**src/rtl/core/sound_channel_allocator_top_macros.svh**
```systemverilog
// Assertion macros shared by the sound channel allocator RTL.
`ifndef SOUND_CHANNEL_ALLOCATOR_TOP_MACROS_SVH
`define SOUND_CHANNEL_ALLOCATOR_TOP_MACROS_SVH

`ifndef SYNTHESIS
// Check a property on every rising edge outside reset.
`define SCA_ASSERT(lbl, clk_s, rstn_s, prop) \
    lbl: assert property (@(posedge clk_s) disable iff (!rstn_s) prop) \
        else $error("sound channel allocator assertion failed");
// Check that a condition never holds outside reset.
`define SCA_NEVER(lbl, clk_s, rstn_s, cond) \
    lbl: assert property (@(posedge clk_s) disable iff (!rstn_s) !(cond)) \
        else $error("sound channel allocator forbidden condition seen");
`else
`define SCA_ASSERT(lbl, clk_s, rstn_s, prop)
`define SCA_NEVER(lbl, clk_s, rstn_s, cond)
`endif

`endif

```
**src/rtl/core/sca_pkg.sv**
```systemverilog
// Shared types, constants and helpers of the sound channel allocator.
package sca_pkg;

    localparam int MAX_CHANNELS_DEF = 8;
    localparam int CH_LIMIT         = 16;
    localparam int IDX_W            = 4;
    localparam logic [15:0] NO_SOURCE = 16'hFFFF;
    localparam int FRONT_DEPTH      = 2;
    localparam int RESULT_DEPTH     = 4;
    localparam logic [3:0] CHANNELS_RESET = 4'd8;

    typedef enum logic [1:0] {
        CMD_START    = 2'd0,
        CMD_STOP_SRC = 2'd1,
        CMD_STOP_SEC = 2'd2,
        CMD_FREE     = 2'd3
    } cmd_t;

    typedef enum logic [2:0] {
        OP_REJECT   = 3'd0,
        OP_START    = 3'd1,
        OP_STOP_SRC = 3'd2,
        OP_STOP_SEC = 3'd3,
        OP_FREE     = 3'd4
    } op_t;

    typedef enum logic [1:0] {
        EV_STOPPED    = 2'd0,
        EV_GRANTED    = 2'd1,
        EV_NO_CHANNEL = 2'd2,
        EV_DONE       = 2'd3
    } event_t;

    typedef enum logic {
        CFG_CHANNELS_IN_USE = 1'b0,
        CFG_SOUND_ENABLED   = 1'b1
    } cfg_idx_t;

    typedef struct packed {
        logic [3:0] channels_in_use;
        logic       sound_enabled;
    } cfg_t;

    typedef struct packed {
        op_t         op;
        logic [7:0]  sound_id;
        logic [7:0]  prio;
        logic        has_src;
        logic [15:0] src;
        logic        has_sec;
        logic [14:0] sec;
        logic [2:0]  sel;
    } req_t;

    typedef struct packed {
        event_t     ev;
        logic [2:0] chan;
        logic       last;
    } res_t;

    typedef struct packed {
        logic             found;
        logic [IDX_W-1:0] idx;
    } hit_t;

    // Find the lowest set bit of a channel mask.
    function automatic hit_t first_set(input logic [CH_LIMIT-1:0] mask);
        hit_t h;
        h.found = 1'b0;
        h.idx   = '0;
        for (int i = CH_LIMIT - 1; i >= 0; i--)
        begin
            if (mask[i])
            begin
                h.found = 1'b1;
                h.idx   = IDX_W'(i);
            end
        end
        return h;
    endfunction

endpackage

```
**src/rtl/core/sca_front.sv**
```systemverilog
// Front end: accepts requests, classifies them and queues them for the back end.
module sca_front (
    input  logic               clk,
    input  logic               rst_n,
    input  logic               push,
    output logic               full,
    input  logic [1:0]         cmd,
    input  logic [7:0]         sound_id,
    input  logic [7:0]         sound_priority,
    input  logic               source_valid,
    input  logic [15:0]        source_ref,
    input  logic               sector_valid,
    input  logic [14:0]        sector_num,
    input  logic [2:0]         channel_sel,
    input  logic               sound_enabled,
    output logic               req_valid,
    output sca_pkg::req_t      req,
    input  logic               req_pop
);

    localparam int DEPTH = sca_pkg::FRONT_DEPTH;
    localparam int AW    = (DEPTH > 1) ? $clog2(DEPTH) : 1;
    localparam int CW    = $clog2(DEPTH + 1);

    sca_pkg::req_t q_reg [DEPTH];
    logic [AW-1:0] wr_ptr_reg, wr_ptr_next;
    logic [AW-1:0] rd_ptr_reg, rd_ptr_next;
    logic [CW-1:0] count_reg, count_next;
    sca_pkg::req_t dec;
    logic          do_push;
    logic          do_pop;

    // Classify the incoming beat
    always_comb
    begin
        dec.sound_id = sound_id;
        dec.prio     = sound_priority;
        dec.has_src  = source_valid && (source_ref != sca_pkg::NO_SOURCE);
        dec.src      = source_ref;
        dec.has_sec  = sector_valid;
        dec.sec      = sector_num;
        dec.sel      = channel_sel;
        case (sca_pkg::cmd_t'(cmd))
            sca_pkg::CMD_START:
            begin
                if (!sound_enabled || (sound_id == 8'd0))
                    dec.op = sca_pkg::OP_REJECT;
                else
                    dec.op = sca_pkg::OP_START;
            end
            sca_pkg::CMD_STOP_SRC: dec.op = sca_pkg::OP_STOP_SRC;
            sca_pkg::CMD_STOP_SEC: dec.op = sca_pkg::OP_STOP_SEC;
            sca_pkg::CMD_FREE:     dec.op = sca_pkg::OP_FREE;
            default:               dec.op = sca_pkg::OP_REJECT;
        endcase
    end

    assign full      = (count_reg == CW'(DEPTH));
    assign req_valid = (count_reg != '0);
    assign req       = q_reg[rd_ptr_reg];
    assign do_push   = push && !full;
    assign do_pop    = req_pop && req_valid;

    // Advance pointers and count
    always_comb
    begin
        wr_ptr_next = wr_ptr_reg;
        rd_ptr_next = rd_ptr_reg;
        count_next  = count_reg;
        if (do_push)
            wr_ptr_next = (wr_ptr_reg == AW'(DEPTH - 1)) ? '0 : wr_ptr_reg + 1'b1;
        if (do_pop)
            rd_ptr_next = (rd_ptr_reg == AW'(DEPTH - 1)) ? '0 : rd_ptr_reg + 1'b1;
        if (do_push && !do_pop)
            count_next = count_reg + 1'b1;
        else if (do_pop && !do_push)
            count_next = count_reg - 1'b1;
    end

    always_ff @(posedge clk or negedge rst_n)
    begin
        if (!rst_n)
        begin
            wr_ptr_reg <= '0;
            rd_ptr_reg <= '0;
            count_reg  <= '0;
        end
        else
        begin
            wr_ptr_reg <= wr_ptr_next;
            rd_ptr_reg <= rd_ptr_next;
            count_reg  <= count_next;
        end
    end

    // Store the classified request
    always_ff @(posedge clk)
    begin
        if (do_push)
            q_reg[wr_ptr_reg] <= dec;
    end

endmodule

```
**src/rtl/core/sca_outq.sv**
```systemverilog
// Result queue between the back end and the result ports.
module sca_outq (
    input  logic          clk,
    input  logic          rst_n,
    input  logic          res_push,
    input  sca_pkg::res_t res_in,
    output logic          res_full,
    output logic          empty,
    input  logic          pop,
    output sca_pkg::res_t res_out
);

    localparam int DEPTH = sca_pkg::RESULT_DEPTH;
    localparam int AW    = (DEPTH > 1) ? $clog2(DEPTH) : 1;
    localparam int CW    = $clog2(DEPTH + 1);

    sca_pkg::res_t q_reg [DEPTH];
    logic [AW-1:0] wr_ptr_reg, wr_ptr_next;
    logic [AW-1:0] rd_ptr_reg, rd_ptr_next;
    logic [CW-1:0] count_reg, count_next;
    logic          do_push;
    logic          do_pop;

    assign res_full = (count_reg == CW'(DEPTH));
    assign empty    = (count_reg == '0);
    assign res_out  = q_reg[rd_ptr_reg];
    assign do_push  = res_push && !res_full;
    assign do_pop   = pop && !empty;

    // Advance pointers and count
    always_comb
    begin
        wr_ptr_next = wr_ptr_reg;
        rd_ptr_next = rd_ptr_reg;
        count_next  = count_reg;
        if (do_push)
            wr_ptr_next = (wr_ptr_reg == AW'(DEPTH - 1)) ? '0 : wr_ptr_reg + 1'b1;
        if (do_pop)
            rd_ptr_next = (rd_ptr_reg == AW'(DEPTH - 1)) ? '0 : rd_ptr_reg + 1'b1;
        if (do_push && !do_pop)
            count_next = count_reg + 1'b1;
        else if (do_pop && !do_push)
            count_next = count_reg - 1'b1;
    end

    always_ff @(posedge clk or negedge rst_n)
    begin
        if (!rst_n)
        begin
            wr_ptr_reg <= '0;
            rd_ptr_reg <= '0;
            count_reg  <= '0;
        end
        else
        begin
            wr_ptr_reg <= wr_ptr_next;
            rd_ptr_reg <= rd_ptr_next;
            count_reg  <= count_next;
        end
    end

    // Store the result beat
    always_ff @(posedge clk)
    begin
        if (do_push)
            q_reg[wr_ptr_reg] <= res_in;
    end

endmodule

```
**src/rtl/core/sca_back.sv**
```systemverilog
// Back end: channel table and the sequencer that runs stop, allocate and steal scans.
`include "sound_channel_allocator_top_macros.svh"

module sca_back #(
    parameter int MAX_CHANNELS = sca_pkg::MAX_CHANNELS_DEF
) (
    input  logic          clk,
    input  logic          rst_n,
    input  sca_pkg::cfg_t cfg,
    input  logic          req_valid,
    input  sca_pkg::req_t req,
    output logic          req_pop,
    input  logic          res_full,
    output logic          res_push,
    output sca_pkg::res_t res
);

    localparam int CH_W = (MAX_CHANNELS > 1) ? $clog2(MAX_CHANNELS) : 1;
    localparam int LIM  = sca_pkg::CH_LIMIT;

    typedef enum logic [5:0] {
        ST_IDLE  = 6'b000001,
        ST_CMD   = 6'b000010,
        ST_STOP1 = 6'b000100,
        ST_ALLOC = 6'b001000,
        ST_STEAL = 6'b010000,
        ST_GRANT = 6'b100000
    } state_t;

    state_t            state_reg, state_next;
    sca_pkg::req_t     req_reg, req_next;
    logic [CH_W-1:0]   chan_reg, chan_next;

    logic [7:0]  slot_sound_reg  [MAX_CHANNELS];
    logic [7:0]  slot_sound_next [MAX_CHANNELS];
    logic [7:0]  slot_prio_reg   [MAX_CHANNELS];
    logic [7:0]  slot_prio_next  [MAX_CHANNELS];
    logic [15:0] slot_source_reg [MAX_CHANNELS];
    logic [15:0] slot_source_next[MAX_CHANNELS];
    logic        slot_secv_reg   [MAX_CHANNELS];
    logic        slot_secv_next  [MAX_CHANNELS];
    logic [14:0] slot_sector_reg [MAX_CHANNELS];
    logic [14:0] slot_sector_next[MAX_CHANNELS];

    logic [4:0]              cnt;
    logic [MAX_CHANNELS-1:0] active;
    logic [MAX_CHANNELS-1:0] src_hit;
    logic [MAX_CHANNELS-1:0] sec_hit;
    logic [MAX_CHANNELS-1:0] free_hit;
    logic [MAX_CHANNELS-1:0] alloc_hit;
    logic [MAX_CHANNELS-1:0] steal_hit;
    logic [MAX_CHANNELS-1:0] scan_mask;
    sca_pkg::hit_t           hit;
    logic [CH_W-1:0]         hit_idx;
    logic                    clr_en;
    logic                    wr_en;

    // Clamp the channel count to the table size
    always_comb
    begin
        if (cfg.channels_in_use == 4'd0)
            cnt = 5'd1;
        else if ({1'b0, cfg.channels_in_use} > 5'(MAX_CHANNELS))
            cnt = 5'(MAX_CHANNELS);
        else
            cnt = {1'b0, cfg.channels_in_use};
    end

    // Compare every channel against the current request
    always_comb
    begin
        for (int i = 0; i < MAX_CHANNELS; i++)
        begin
            active[i]    = (slot_sound_reg[i] != 8'd0) && (5'(i) < cnt);
            src_hit[i]   = active[i] && (slot_source_reg[i] == req_reg.src);
            sec_hit[i]   = active[i] && slot_secv_reg[i]
                           && (slot_sector_reg[i] == req_reg.sec);
            free_hit[i]  = active[i] && (5'(req_reg.sel) == 5'(i));
            alloc_hit[i] = (5'(i) < cnt) && (!active[i]
                           || (req_reg.has_src && (slot_source_reg[i] == req_reg.src)));
            steal_hit[i] = (5'(i) < cnt) && (slot_prio_reg[i] >= req_reg.prio);
        end
    end

    // Pick the mask that the current step scans
    always_comb
    begin
        scan_mask = '0;
        case (state_reg)
            ST_CMD:
            begin
                case (req_reg.op)
                    sca_pkg::OP_STOP_SRC: scan_mask = req_reg.has_src ? src_hit : '0;
                    sca_pkg::OP_STOP_SEC: scan_mask = req_reg.has_sec ? sec_hit : '0;
                    sca_pkg::OP_FREE:     scan_mask = free_hit;
                    default:              scan_mask = '0;
                endcase
            end
            ST_STOP1:
            begin
                if (req_reg.has_sec)
                    scan_mask = sec_hit;
                else if (req_reg.has_src)
                    scan_mask = src_hit;
            end
            ST_ALLOC: scan_mask = alloc_hit;
            ST_STEAL: scan_mask = steal_hit;
            default:  scan_mask = '0;
        endcase
    end

    assign hit     = sca_pkg::first_set(LIM'(scan_mask));
    assign hit_idx = hit.idx[CH_W-1:0];

    // Sequence one step per cycle while the result queue has room, at most one result beat per step
    always_comb
    begin
        state_next = state_reg;
        req_next   = req_reg;
        chan_next  = chan_reg;
        req_pop    = 1'b0;
        res_push   = 1'b0;
        res.ev     = sca_pkg::EV_DONE;
        res.chan   = 3'd0;
        res.last   = 1'b1;
        clr_en     = 1'b0;
        wr_en      = 1'b0;
        case (state_reg)
            ST_IDLE:
            begin
                if (req_valid)
                begin
                    req_pop    = 1'b1;
                    req_next   = req;
                    state_next = (req.op == sca_pkg::OP_START) ? ST_STOP1 : ST_CMD;
                end
            end
            ST_CMD:
            begin
                if (!res_full)
                begin
                    res_push   = 1'b1;
                    state_next = ST_IDLE;
                    if (req_reg.op == sca_pkg::OP_REJECT)
                    begin
                        res.ev = sca_pkg::EV_NO_CHANNEL;
                    end
                    else if (hit.found)
                    begin
                        clr_en   = 1'b1;
                        res.ev   = sca_pkg::EV_STOPPED;
                        res.chan = 3'(hit_idx);
                    end
                end
            end
            ST_STOP1:
            begin
                if (!res_full)
                begin
                    state_next = ST_ALLOC;
                    if (hit.found)
                    begin
                        clr_en   = 1'b1;
                        res_push = 1'b1;
                        res.ev   = sca_pkg::EV_STOPPED;
                        res.chan = 3'(hit_idx);
                        res.last = 1'b0;
                    end
                end
            end
            ST_ALLOC:
            begin
                if (!res_full)
                begin
                    if (hit.found)
                    begin
                        chan_next  = hit_idx;
                        state_next = ST_GRANT;
                        // Take over the channel of the same source
                        if (active[hit_idx])
                        begin
                            clr_en   = 1'b1;
                            res_push = 1'b1;
                            res.ev   = sca_pkg::EV_STOPPED;
                            res.chan = 3'(hit_idx);
                            res.last = 1'b0;
                        end
                    end
                    else
                    begin
                        state_next = ST_STEAL;
                    end
                end
            end
            ST_STEAL:
            begin
                if (!res_full)
                begin
                    res_push = 1'b1;
                    if (hit.found)
                    begin
                        clr_en     = 1'b1;
                        chan_next  = hit_idx;
                        res.ev     = sca_pkg::EV_STOPPED;
                        res.chan   = 3'(hit_idx);
                        res.last   = 1'b0;
                        state_next = ST_GRANT;
                    end
                    else
                    begin
                        res.ev     = sca_pkg::EV_NO_CHANNEL;
                        state_next = ST_IDLE;
                    end
                end
            end
            ST_GRANT:
            begin
                if (!res_full)
                begin
                    wr_en      = 1'b1;
                    res_push   = 1'b1;
                    res.ev     = sca_pkg::EV_GRANTED;
                    res.chan   = 3'(chan_reg);
                    state_next = ST_IDLE;
                end
            end
            default: state_next = ST_IDLE;
        endcase
    end

    // Update the channel table: clear on stop, fill on grant
    always_comb
    begin
        for (int i = 0; i < MAX_CHANNELS; i++)
        begin
            slot_sound_next[i]  = slot_sound_reg[i];
            slot_prio_next[i]   = slot_prio_reg[i];
            slot_source_next[i] = slot_source_reg[i];
            slot_secv_next[i]   = slot_secv_reg[i];
            slot_sector_next[i] = slot_sector_reg[i];
            if (clr_en && (hit_idx == CH_W'(i)))
                slot_sound_next[i] = 8'd0;
            if (wr_en && (chan_reg == CH_W'(i)))
            begin
                slot_sound_next[i]  = req_reg.sound_id;
                slot_prio_next[i]   = req_reg.prio;
                slot_source_next[i] = req_reg.has_src ? req_reg.src : sca_pkg::NO_SOURCE;
                slot_secv_next[i]   = req_reg.has_sec;
                slot_sector_next[i] = req_reg.has_sec ? req_reg.sec : 15'd0;
            end
        end
    end

    always_ff @(posedge clk or negedge rst_n)
    begin
        if (!rst_n)
        begin
            state_reg <= ST_IDLE;
            for (int i = 0; i < MAX_CHANNELS; i++)
                slot_sound_reg[i] <= 8'd0;
        end
        else
        begin
            state_reg <= state_next;
            for (int i = 0; i < MAX_CHANNELS; i++)
                slot_sound_reg[i] <= slot_sound_next[i];
        end
    end

    // Hold request and payload fields; they are read only behind a live sound id
    always_ff @(posedge clk)
    begin
        req_reg  <= req_next;
        chan_reg <= chan_next;
        for (int i = 0; i < MAX_CHANNELS; i++)
        begin
            slot_prio_reg[i]   <= slot_prio_next[i];
            slot_source_reg[i] <= slot_source_next[i];
            slot_secv_reg[i]   <= slot_secv_next[i];
            slot_sector_reg[i] <= slot_sector_next[i];
        end
    end

    `SCA_NEVER(a_push_into_full, clk, rst_n, res_push && res_full)
    `SCA_ASSERT(a_grant_fills_slot, clk, rst_n, (res_push && (res.ev == sca_pkg::EV_GRANTED)) |=> (slot_sound_reg[$past(chan_reg)] != 8'd0))
    `SCA_ASSERT(a_stop_clears_slot, clk, rst_n, clr_en |=> (slot_sound_reg[$past(hit_idx)] == 8'd0))
    `SCA_ASSERT(a_last_ends_request, clk, rst_n, (res_push && res.last) |=> (state_reg == ST_IDLE))

endmodule

```
**src/rtl/core/sound_channel_allocator_top.sv**
```systemverilog
// Top level of the sound channel allocator: ports, configuration registers, wiring.
// A request queued on push is taken by the idle back-end sequencer once it reaches
// the head of the request queue; while the result queue is not full, the sequencer
// runs one scan step per cycle and writes at most one result beat per cycle into
// a four-deep result queue. Stop, free and rejected requests go through pickup and
// one command step; a start runs pickup, stop scan, allocate scan, steal scan only
// if no channel is free, and grant, ending at the steal scan if nothing can be
// stolen. The channel table is in flip-flops, with sound ids cleared by reset.
module sound_channel_allocator_top #(
    parameter int MAX_CHANNELS = sca_pkg::MAX_CHANNELS_DEF
) (
    input  logic        clk,
    input  logic        rst_n,
    input  logic        push,
    output logic        full,
    input  logic [1:0]  cmd,
    input  logic [7:0]  sound_id,
    input  logic [7:0]  sound_priority,
    input  logic        source_valid,
    input  logic [15:0] source_ref,
    input  logic        sector_valid,
    input  logic [14:0] sector_num,
    input  logic [2:0]  channel_sel,
    output logic        empty,
    input  logic        pop,
    output logic [1:0]  event_res,
    output logic [2:0]  channel_out,
    output logic        last,
    input  logic        cfg_valid,
    output logic        cfg_ready,
    input  logic [0:0]  cfg_index,
    input  logic [3:0]  cfg_data
);

    sca_pkg::cfg_t cfg_reg, cfg_next;
    sca_pkg::req_t req;
    sca_pkg::res_t res_in;
    sca_pkg::res_t res_out;
    logic          req_valid;
    logic          req_pop;
    logic          res_push;
    logic          res_full;

    assign cfg_ready = 1'b1;

    // Decode configuration writes
    always_comb
    begin
        cfg_next = cfg_reg;
        if (cfg_valid && cfg_ready)
        begin
            case (sca_pkg::cfg_idx_t'(cfg_index))
                sca_pkg::CFG_CHANNELS_IN_USE: cfg_next.channels_in_use = cfg_data;
                sca_pkg::CFG_SOUND_ENABLED:   cfg_next.sound_enabled   = cfg_data[0];
                default:                      cfg_next = cfg_reg;
            endcase
        end
    end

    always_ff @(posedge clk or negedge rst_n)
    begin
        if (!rst_n)
        begin
            cfg_reg.channels_in_use <= sca_pkg::CHANNELS_RESET;
            cfg_reg.sound_enabled   <= 1'b1;
        end
        else
        begin
            cfg_reg <= cfg_next;
        end
    end

    sca_front u_front (
        .clk            (clk),
        .rst_n          (rst_n),
        .push           (push),
        .full           (full),
        .cmd            (cmd),
        .sound_id       (sound_id),
        .sound_priority (sound_priority),
        .source_valid   (source_valid),
        .source_ref     (source_ref),
        .sector_valid   (sector_valid),
        .sector_num     (sector_num),
        .channel_sel    (channel_sel),
        .sound_enabled  (cfg_reg.sound_enabled),
        .req_valid      (req_valid),
        .req            (req),
        .req_pop        (req_pop)
    );

    sca_back #(
        .MAX_CHANNELS (MAX_CHANNELS)
    ) u_back (
        .clk       (clk),
        .rst_n     (rst_n),
        .cfg       (cfg_reg),
        .req_valid (req_valid),
        .req       (req),
        .req_pop   (req_pop),
        .res_full  (res_full),
        .res_push  (res_push),
        .res       (res_in)
    );

    sca_outq u_outq (
        .clk      (clk),
        .rst_n    (rst_n),
        .res_push (res_push),
        .res_in   (res_in),
        .res_full (res_full),
        .empty    (empty),
        .pop      (pop),
        .res_out  (res_out)
    );

    assign event_res   = res_out.ev;
    assign channel_out = res_out.chan;
    assign last        = res_out.last;

endmodule

```
**config.mk**
```make
export PLATFORM = sky130hd
export DESIGN_NAME = sound_channel_allocator_top
export DESIGN_NICKNAME = d
export VERILOG_FILES = /design/src/rtl/core/sca_pkg.sv /design/src/rtl/core/sca_front.sv /design/src/rtl/core/sca_outq.sv /design/src/rtl/core/sca_back.sv /design/src/rtl/core/sound_channel_allocator_top.sv
export VERILOG_INCLUDE_DIRS = /design/src /design/src/rtl/core
export SDC_FILE = /design/constraint.sdc
export NUM_CORES = 1
export LEC_CHECK = 0
export BUFFER_PORTS_ARGS = -buffer_cell sky130_fd_sc_hd__clkbuf_2
export CAP_MARGIN = 15
export CORE_MARGIN = 8
export CORE_UTILIZATION = 40
export DETAILED_ROUTE_END_ITERATION = 10
export GPL_TIMING_DRIVEN = 0
export SYNTH_ARGS = -nofsm -noshare
export SYNTH_HDL_FRONTEND = slang
export SYNTH_SLANG_ARGS = --single-unit
```
**constraint.sdc**
```tcl
create_clock -name clk -period 6 [get_ports clk]
set_input_delay 0.6 -clock clk [delete_from_list [all_inputs] [get_ports clk]]
set_output_delay 0.6 -clock clk [all_outputs]
set_load 0.02 [all_outputs]
```
==> impl_results.html <==
<table>
<tr><th>Metric</th><th>Value</th></tr>
<tr><th colspan="2">Synth</th></tr>
<tr><td>Number of enable-type register cells in the synthesized netlist</td><td>512</td></tr>
<tr><td>Largest cells by area after synthesis</td><td>sky130_fd_sc_hd__edfxtp_1, sky130_fd_sc_hd__dfrtp_1, sky130_fd_sc_hd__xnor2_1, sky130_fd_sc_hd__xor2_1, sky130_fd_sc_hd__ha_1</td></tr>
<tr><td>Top cells by count, synth</td><td>sky130_fd_sc_hd__edfxtp_1, sky130_fd_sc_hd__xnor2_1, sky130_fd_sc_hd__xor2_1</td></tr>
<tr><td>Mapped Area</td><td>about 26000 µm²</td></tr>
<tr><td>Cell type with the highest aggregate area in the netlist</td><td>sky130_fd_sc_hd__edfxtp_1</td></tr>
<tr><td>Register bit total from synthesis</td><td>598</td></tr>
<tr><td>Asr flop ratio synth</td><td>approximately 14%</td></tr>
<tr><td>Mean post-synth cell area</td><td>15.1 µm²</td></tr>
<tr><td>Most used DFF post-synth</td><td>sky130_fd_sc_hd__edfxtp_1</td></tr>
<tr><td>Count of mapped cells out of synthesis</td><td>roughly 1700</td></tr>
<tr><td>Cell with the most instances after synthesis</td><td>sky130_fd_sc_hd__edfxtp_1</td></tr>
<tr><td>Top-area cell type share of the netlist area</td><td>59.3%</td></tr>
<tr><td>Post-Syn Nets</td><td>1853</td></tr>
<tr><td>Count of distinct cell types in the synthesized netlist</td><td>89</td></tr>
<tr><td>Count of synthesis-stage warnings from yosys</td><td>0</td></tr>
<tr><td>Sequential share of the synthesized area</td><td>around two thirds</td></tr>
<tr><th colspan="2">Drt</th></tr>
<tr><td>First DRT Iteration DRCs</td><td>between 1000 and 1500</td></tr>
<tr><td>Mean routed wirelength per cell</td><td>between 20 and 25 µm</td></tr>
<tr><td>Routed via count divided by cell count</td><td>about 5.2</td></tr>
<tr><td>DRC errors left</td><td>0</td></tr>
<tr><td>Detailed Route WL</td><td>60800 µm</td></tr>
<tr><td>Router iterations before antenna repair</td><td>6</td></tr>
<tr><td>Post-DRT Antenna Nets</td><td>0</td></tr>
<tr><td>Vias after detailed routing</td><td>between 10000 and 15000</td></tr>
<tr><th colspan="2">Clocking</th></tr>
<tr><td>Clock-pin slew on the worst setup and hold paths</td><td>~0.06 ns</td></tr>
<tr><td>Clock Path Buffers</td><td>3</td></tr>
<tr><td>CTS Buf Count</td><td>61</td></tr>
<tr><td>Clock tree from TritonCTS</td><td>done</td></tr>
<tr><td># H-tree levels</td><td>2</td></tr>
<tr><td>CTS-repair resized insts</td><td>0</td></tr>
<tr><td>Clk root buf</td><td>sky130_fd_sc_hd__clkbuf_16</td></tr>
<tr><td>Clock Sink Count</td><td>approximately 600</td></tr>
<tr><td>Insertion delay to the later sink of the worst-skew pair</td><td>approximately 0.65 ns</td></tr>
<tr><th colspan="2">STA</th></tr>
<tr><td>Pins over their slew limit</td><td>0</td></tr>
<tr><td>Minimum clock period</td><td>about 5.4 ns</td></tr>
<tr><td>Final clock period utilization by the worst path</td><td>between 90% and 100%</td></tr>
<tr><td>Worst setup slack after layout</td><td>0.595 ns</td></tr>
<tr><td>RSZ-0062 raised after global routing</td><td>false</td></tr>
<tr><td>Achievable Freq</td><td>185 MHz</td></tr>
<tr><td>Final hold vios</td><td>0</td></tr>
<tr><td>Final setup violation count</td><td>0</td></tr>
<tr><td>Slew at the pin closest to its max-slew limit</td><td>1.11 ns</td></tr>
<tr><td>Normalized max-slew margin</td><td>between 20% and 30%</td></tr>
<tr><td>Clock skew after layout</td><td>between 0.03 and 0.04 ns</td></tr>
<tr><td>Final setup TNS</td><td>0 ns</td></tr>
<tr><th colspan="2">Power</th></tr>
<tr><td>PwrDens</td><td>~440 nW/µm²</td></tr>
<tr><td>Net switching power figure</td><td>0.00429 W</td></tr>
<tr><td>Worst ir drop on vdd</td><td>about 320 µV</td></tr>
<tr><td>Internal power</td><td>0.00884 W</td></tr>
<tr><td>Part of the total power dissipated in sequential elements</td><td>43.5%</td></tr>
<tr><td>Cell leakage power</td><td>~10 nW</td></tr>
<tr><td>Gate power share</td><td>between 20% and 30%</td></tr>
<tr><td>Power share of the clock group</td><td>approximately 28%</td></tr>
<tr><td>Switching power as a share of total power</td><td>between 30 and 40%</td></tr>
<tr><th colspan="2">Global routing</th></tr>
<tr><td>Via count of the first global-routing pass</td><td>between 15000 and 20000</td></tr>
<tr><td>Maximum number of pins on one net before global-route repair</td><td>70</td></tr>
<tr><td>First-pass GRT wire length</td><td>between 90000 and 100000 µm</td></tr>
<tr><td>Initial antenna violation count</td><td>0</td></tr>
<tr><td>Grt ovf</td><td>0</td></tr>
<tr><td>Global routing usage summed across all routing layers</td><td>about 16%</td></tr>
<tr><th colspan="2">Finish</th></tr>
<tr><td>Area of combinational cells with multiple inputs</td><td>7950 µm²</td></tr>
<tr><td>Area added between synthesis and finish</td><td>14.7%</td></tr>
<tr><td>Sequential cell area in the final layout</td><td>~18000 µm²</td></tr>
<tr><td>Fraction of final layout cells with drive strength greater than 1</td><td>~17%</td></tr>
<tr><td>Fill cells</td><td>5648</td></tr>
<tr><td>Fin util</td><td>about 46%</td></tr>
<tr><td>Flip-flop count of the largest register after layout</td><td>~130</td></tr>
<tr><td>Layout Nets</td><td>roughly 2000</td></tr>
<tr><td>Antenna Cells</td><td>0</td></tr>
<tr><td>Non-Filler Cell Area, Final</td><td>approximately 30000 µm²</td></tr>
<tr><th colspan="2">Floorplanning</th></tr>
<tr><td>Vertical die dimension</td><td>approximately 270 µm</td></tr>
<tr><td>Core area</td><td>between 60000 and 70000 µm²</td></tr>
<tr><td>Number of primary I/O pins</td><td>73</td></tr>
<tr><td>Total Die Area</td><td>between 70000 and 80000 µm²</td></tr>
<tr><td>Effective utilization at floorplan</td><td>between 40% and 50%</td></tr>
<tr><td>Horizontal die dimension</td><td>around 270 µm</td></tr>
<tr><td>Rows</td><td>93</td></tr>
<tr><th colspan="2">Placement</th></tr>
<tr><td>Worst slack after detailed placement</td><td>between 0.6 and 0.7 ns</td></tr>
<tr><td>Number of input and output port buffers inserted</td><td>just over 70</td></tr>
<tr><td>Final weighted congestion of routability-driven global placement</td><td>roughly 0.84</td></tr>
<tr><td>Post-DP HPWL</td><td>about 42000 µm</td></tr>
<tr><td>Instance area after placement</td><td>27800 µm²</td></tr>
<tr><th colspan="2">Critical path</th></tr>
<tr><td>Critical path data required time</td><td>~6.6 ns</td></tr>
<tr><td>Maximum fanout count along the critical path</td><td>9</td></tr>
<tr><td>Worst EP arrival</td><td>about 6.0 ns</td></tr>
<tr><td>Crit path launch type</td><td>register</td></tr>
<tr><td>CP Class</td><td>reg -&gt; reg</td></tr>
<tr><td>Critical path endpoint category</td><td>register</td></tr>
<tr><th colspan="2">Run status</th></tr>
<tr><td>Status</td><td>finished, final reports clean</td></tr>
<tr><th colspan="2">Run</th></tr>
<tr><td>Number of max-capacitance violations reported</td><td>0</td></tr>
<tr><th colspan="2">Min path</th></tr>
<tr><td>Worst min-delay path category</td><td>in -&gt; reg</td></tr>
</table>
stage by stage:
stage | total power (W) | hold WS, ns | instances
after floorplan | 0.00825 | 0.304 | 1714
final | 0.0131 | 0.140 | 2774
after CTS | 0.0133 | 0.106 | 2774
after global placement | 0.00950 | 0.474 | 2640
after global routing | 0.0138 | 0.105 | 2774
after detailed placement | 0.00962 | 0.479 | 2665
cells in the final DEF, fill, tap and decap left out, drive strengths merged, types with 8 or more instances in the layout:
cell type and n:
a211oi 14, a21o 18, a21oi 55, a22o 37, and2 18, buf 75
clkbuf 167, clkinv 31, dfrtp 83, edfxtp 512, ha 74, inv 32
mux2 62, mux2i 8, nand2 97, nand2b 32, nand3 24, nand4 47
nor2 49, nor3 17, nor4 53, o211ai 15, o21ai 21, xnor2 152
xor2 107
path summary, 6_finish.rpt:
kind | from | to | slack (ns) | depth (start not counted)
min in group asynchronous | rst_n | u_outq.wr_ptr_reg[0] | 0.43 | 2
setup / recovery | u_back.req_reg[41] | u_outq.count_reg[2] | 0.60 | 20
hold reg to reg | u_back.slot_sound_reg[14] | u_back.slot_sound_reg[14] | 0.50 | 1
max in group asynchronous | rst_n | cfg_reg[0] | 4.89 | 3
setup reg to reg | u_back.req_reg[41] | u_outq.count_reg[2] | 0.60 | 20
hold / removal | sector_num[1] | u_front.q_reg[1][4] | 0.14 | 1
critical path: stages (launching register included):
cell                        delay, ns
sky130_fd_sc_hd__edfxtp_1        0.65
sky130_fd_sc_hd__inv_1           0.36
sky130_fd_sc_hd__ha_1            0.39
sky130_fd_sc_hd__nor2b_1         0.13
sky130_fd_sc_hd__a2111oi_0       0.54
sky130_fd_sc_hd__o31a_1          0.29
sky130_fd_sc_hd__o22ai_1         0.11
sky130_fd_sc_hd__a41oi_2         0.29
sky130_fd_sc_hd__a21oi_1         0.16
sky130_fd_sc_hd__nor2_4          0.22
sky130_fd_sc_hd__o211ai_1        0.13
sky130_fd_sc_hd__a32oi_2         0.39
sky130_fd_sc_hd__a22o_1          0.25
sky130_fd_sc_hd__a211oi_2        0.13
sky130_fd_sc_hd__nor2_1          0.15
sky130_fd_sc_hd__ha_1            0.19
sky130_fd_sc_hd__inv_1           0.07
sky130_fd_sc_hd__fa_1            0.43
sky130_fd_sc_hd__xor2_1          0.17
sky130_fd_sc_hd__nor2_1          0.11
sky130_fd_sc_hd__xor2_1          0.16
final cells by class:
type                       count  share of cell area (%)
inverter                      35                   0.480
tap                          855                    3.60
timing repair buffer          97                    2.64
sequential                   598                    58.9
clock inverter                31                   0.917
clock buffer                  77                    5.51
multi-input combinational   1012                    26.7
buffer                        69                    1.18
cell families after synthesis:
group | share of synthesized area (%)
flip-flops | 67.6
AO/OA/AOI/OAI | 6.45
other | 0.0145
AND/OR/NAND/NOR | 8.14
XOR/XNOR | 8.75
buffers and inverters | 1.88
adder cells (fa/ha/maj) | 3.65
multiplexers | 3.52
metal layers:
layer	track usage (%)	vias to the layer above	part of all wire (%)
met5	0	-	0
met4	3.96	0	2.0
met3	2.79	67	4.6
met2	27.2	358	49
met1	22.1	7338	45
li1	-	6783	-
repair_timing:
item	CTS	global route
buffers inserted	0	0
hold endpoints to repair	16	0
hold buffers	1	0
power by group through the flow:
stage	Sequential (W)	Combinational, W	Clock [W]
final	0.00572	0.00376	0.00366
after global routing	0.00576	0.00411	0.00390
after CTS	0.00572	0.00383	0.00374
after detailed placement	0.00581	0.00382	0
after global placement	0.00583	0.00367	0
after floorplan	0.00568	0.00256	0
No activity file was read; power rests on OpenSTA's default activity.
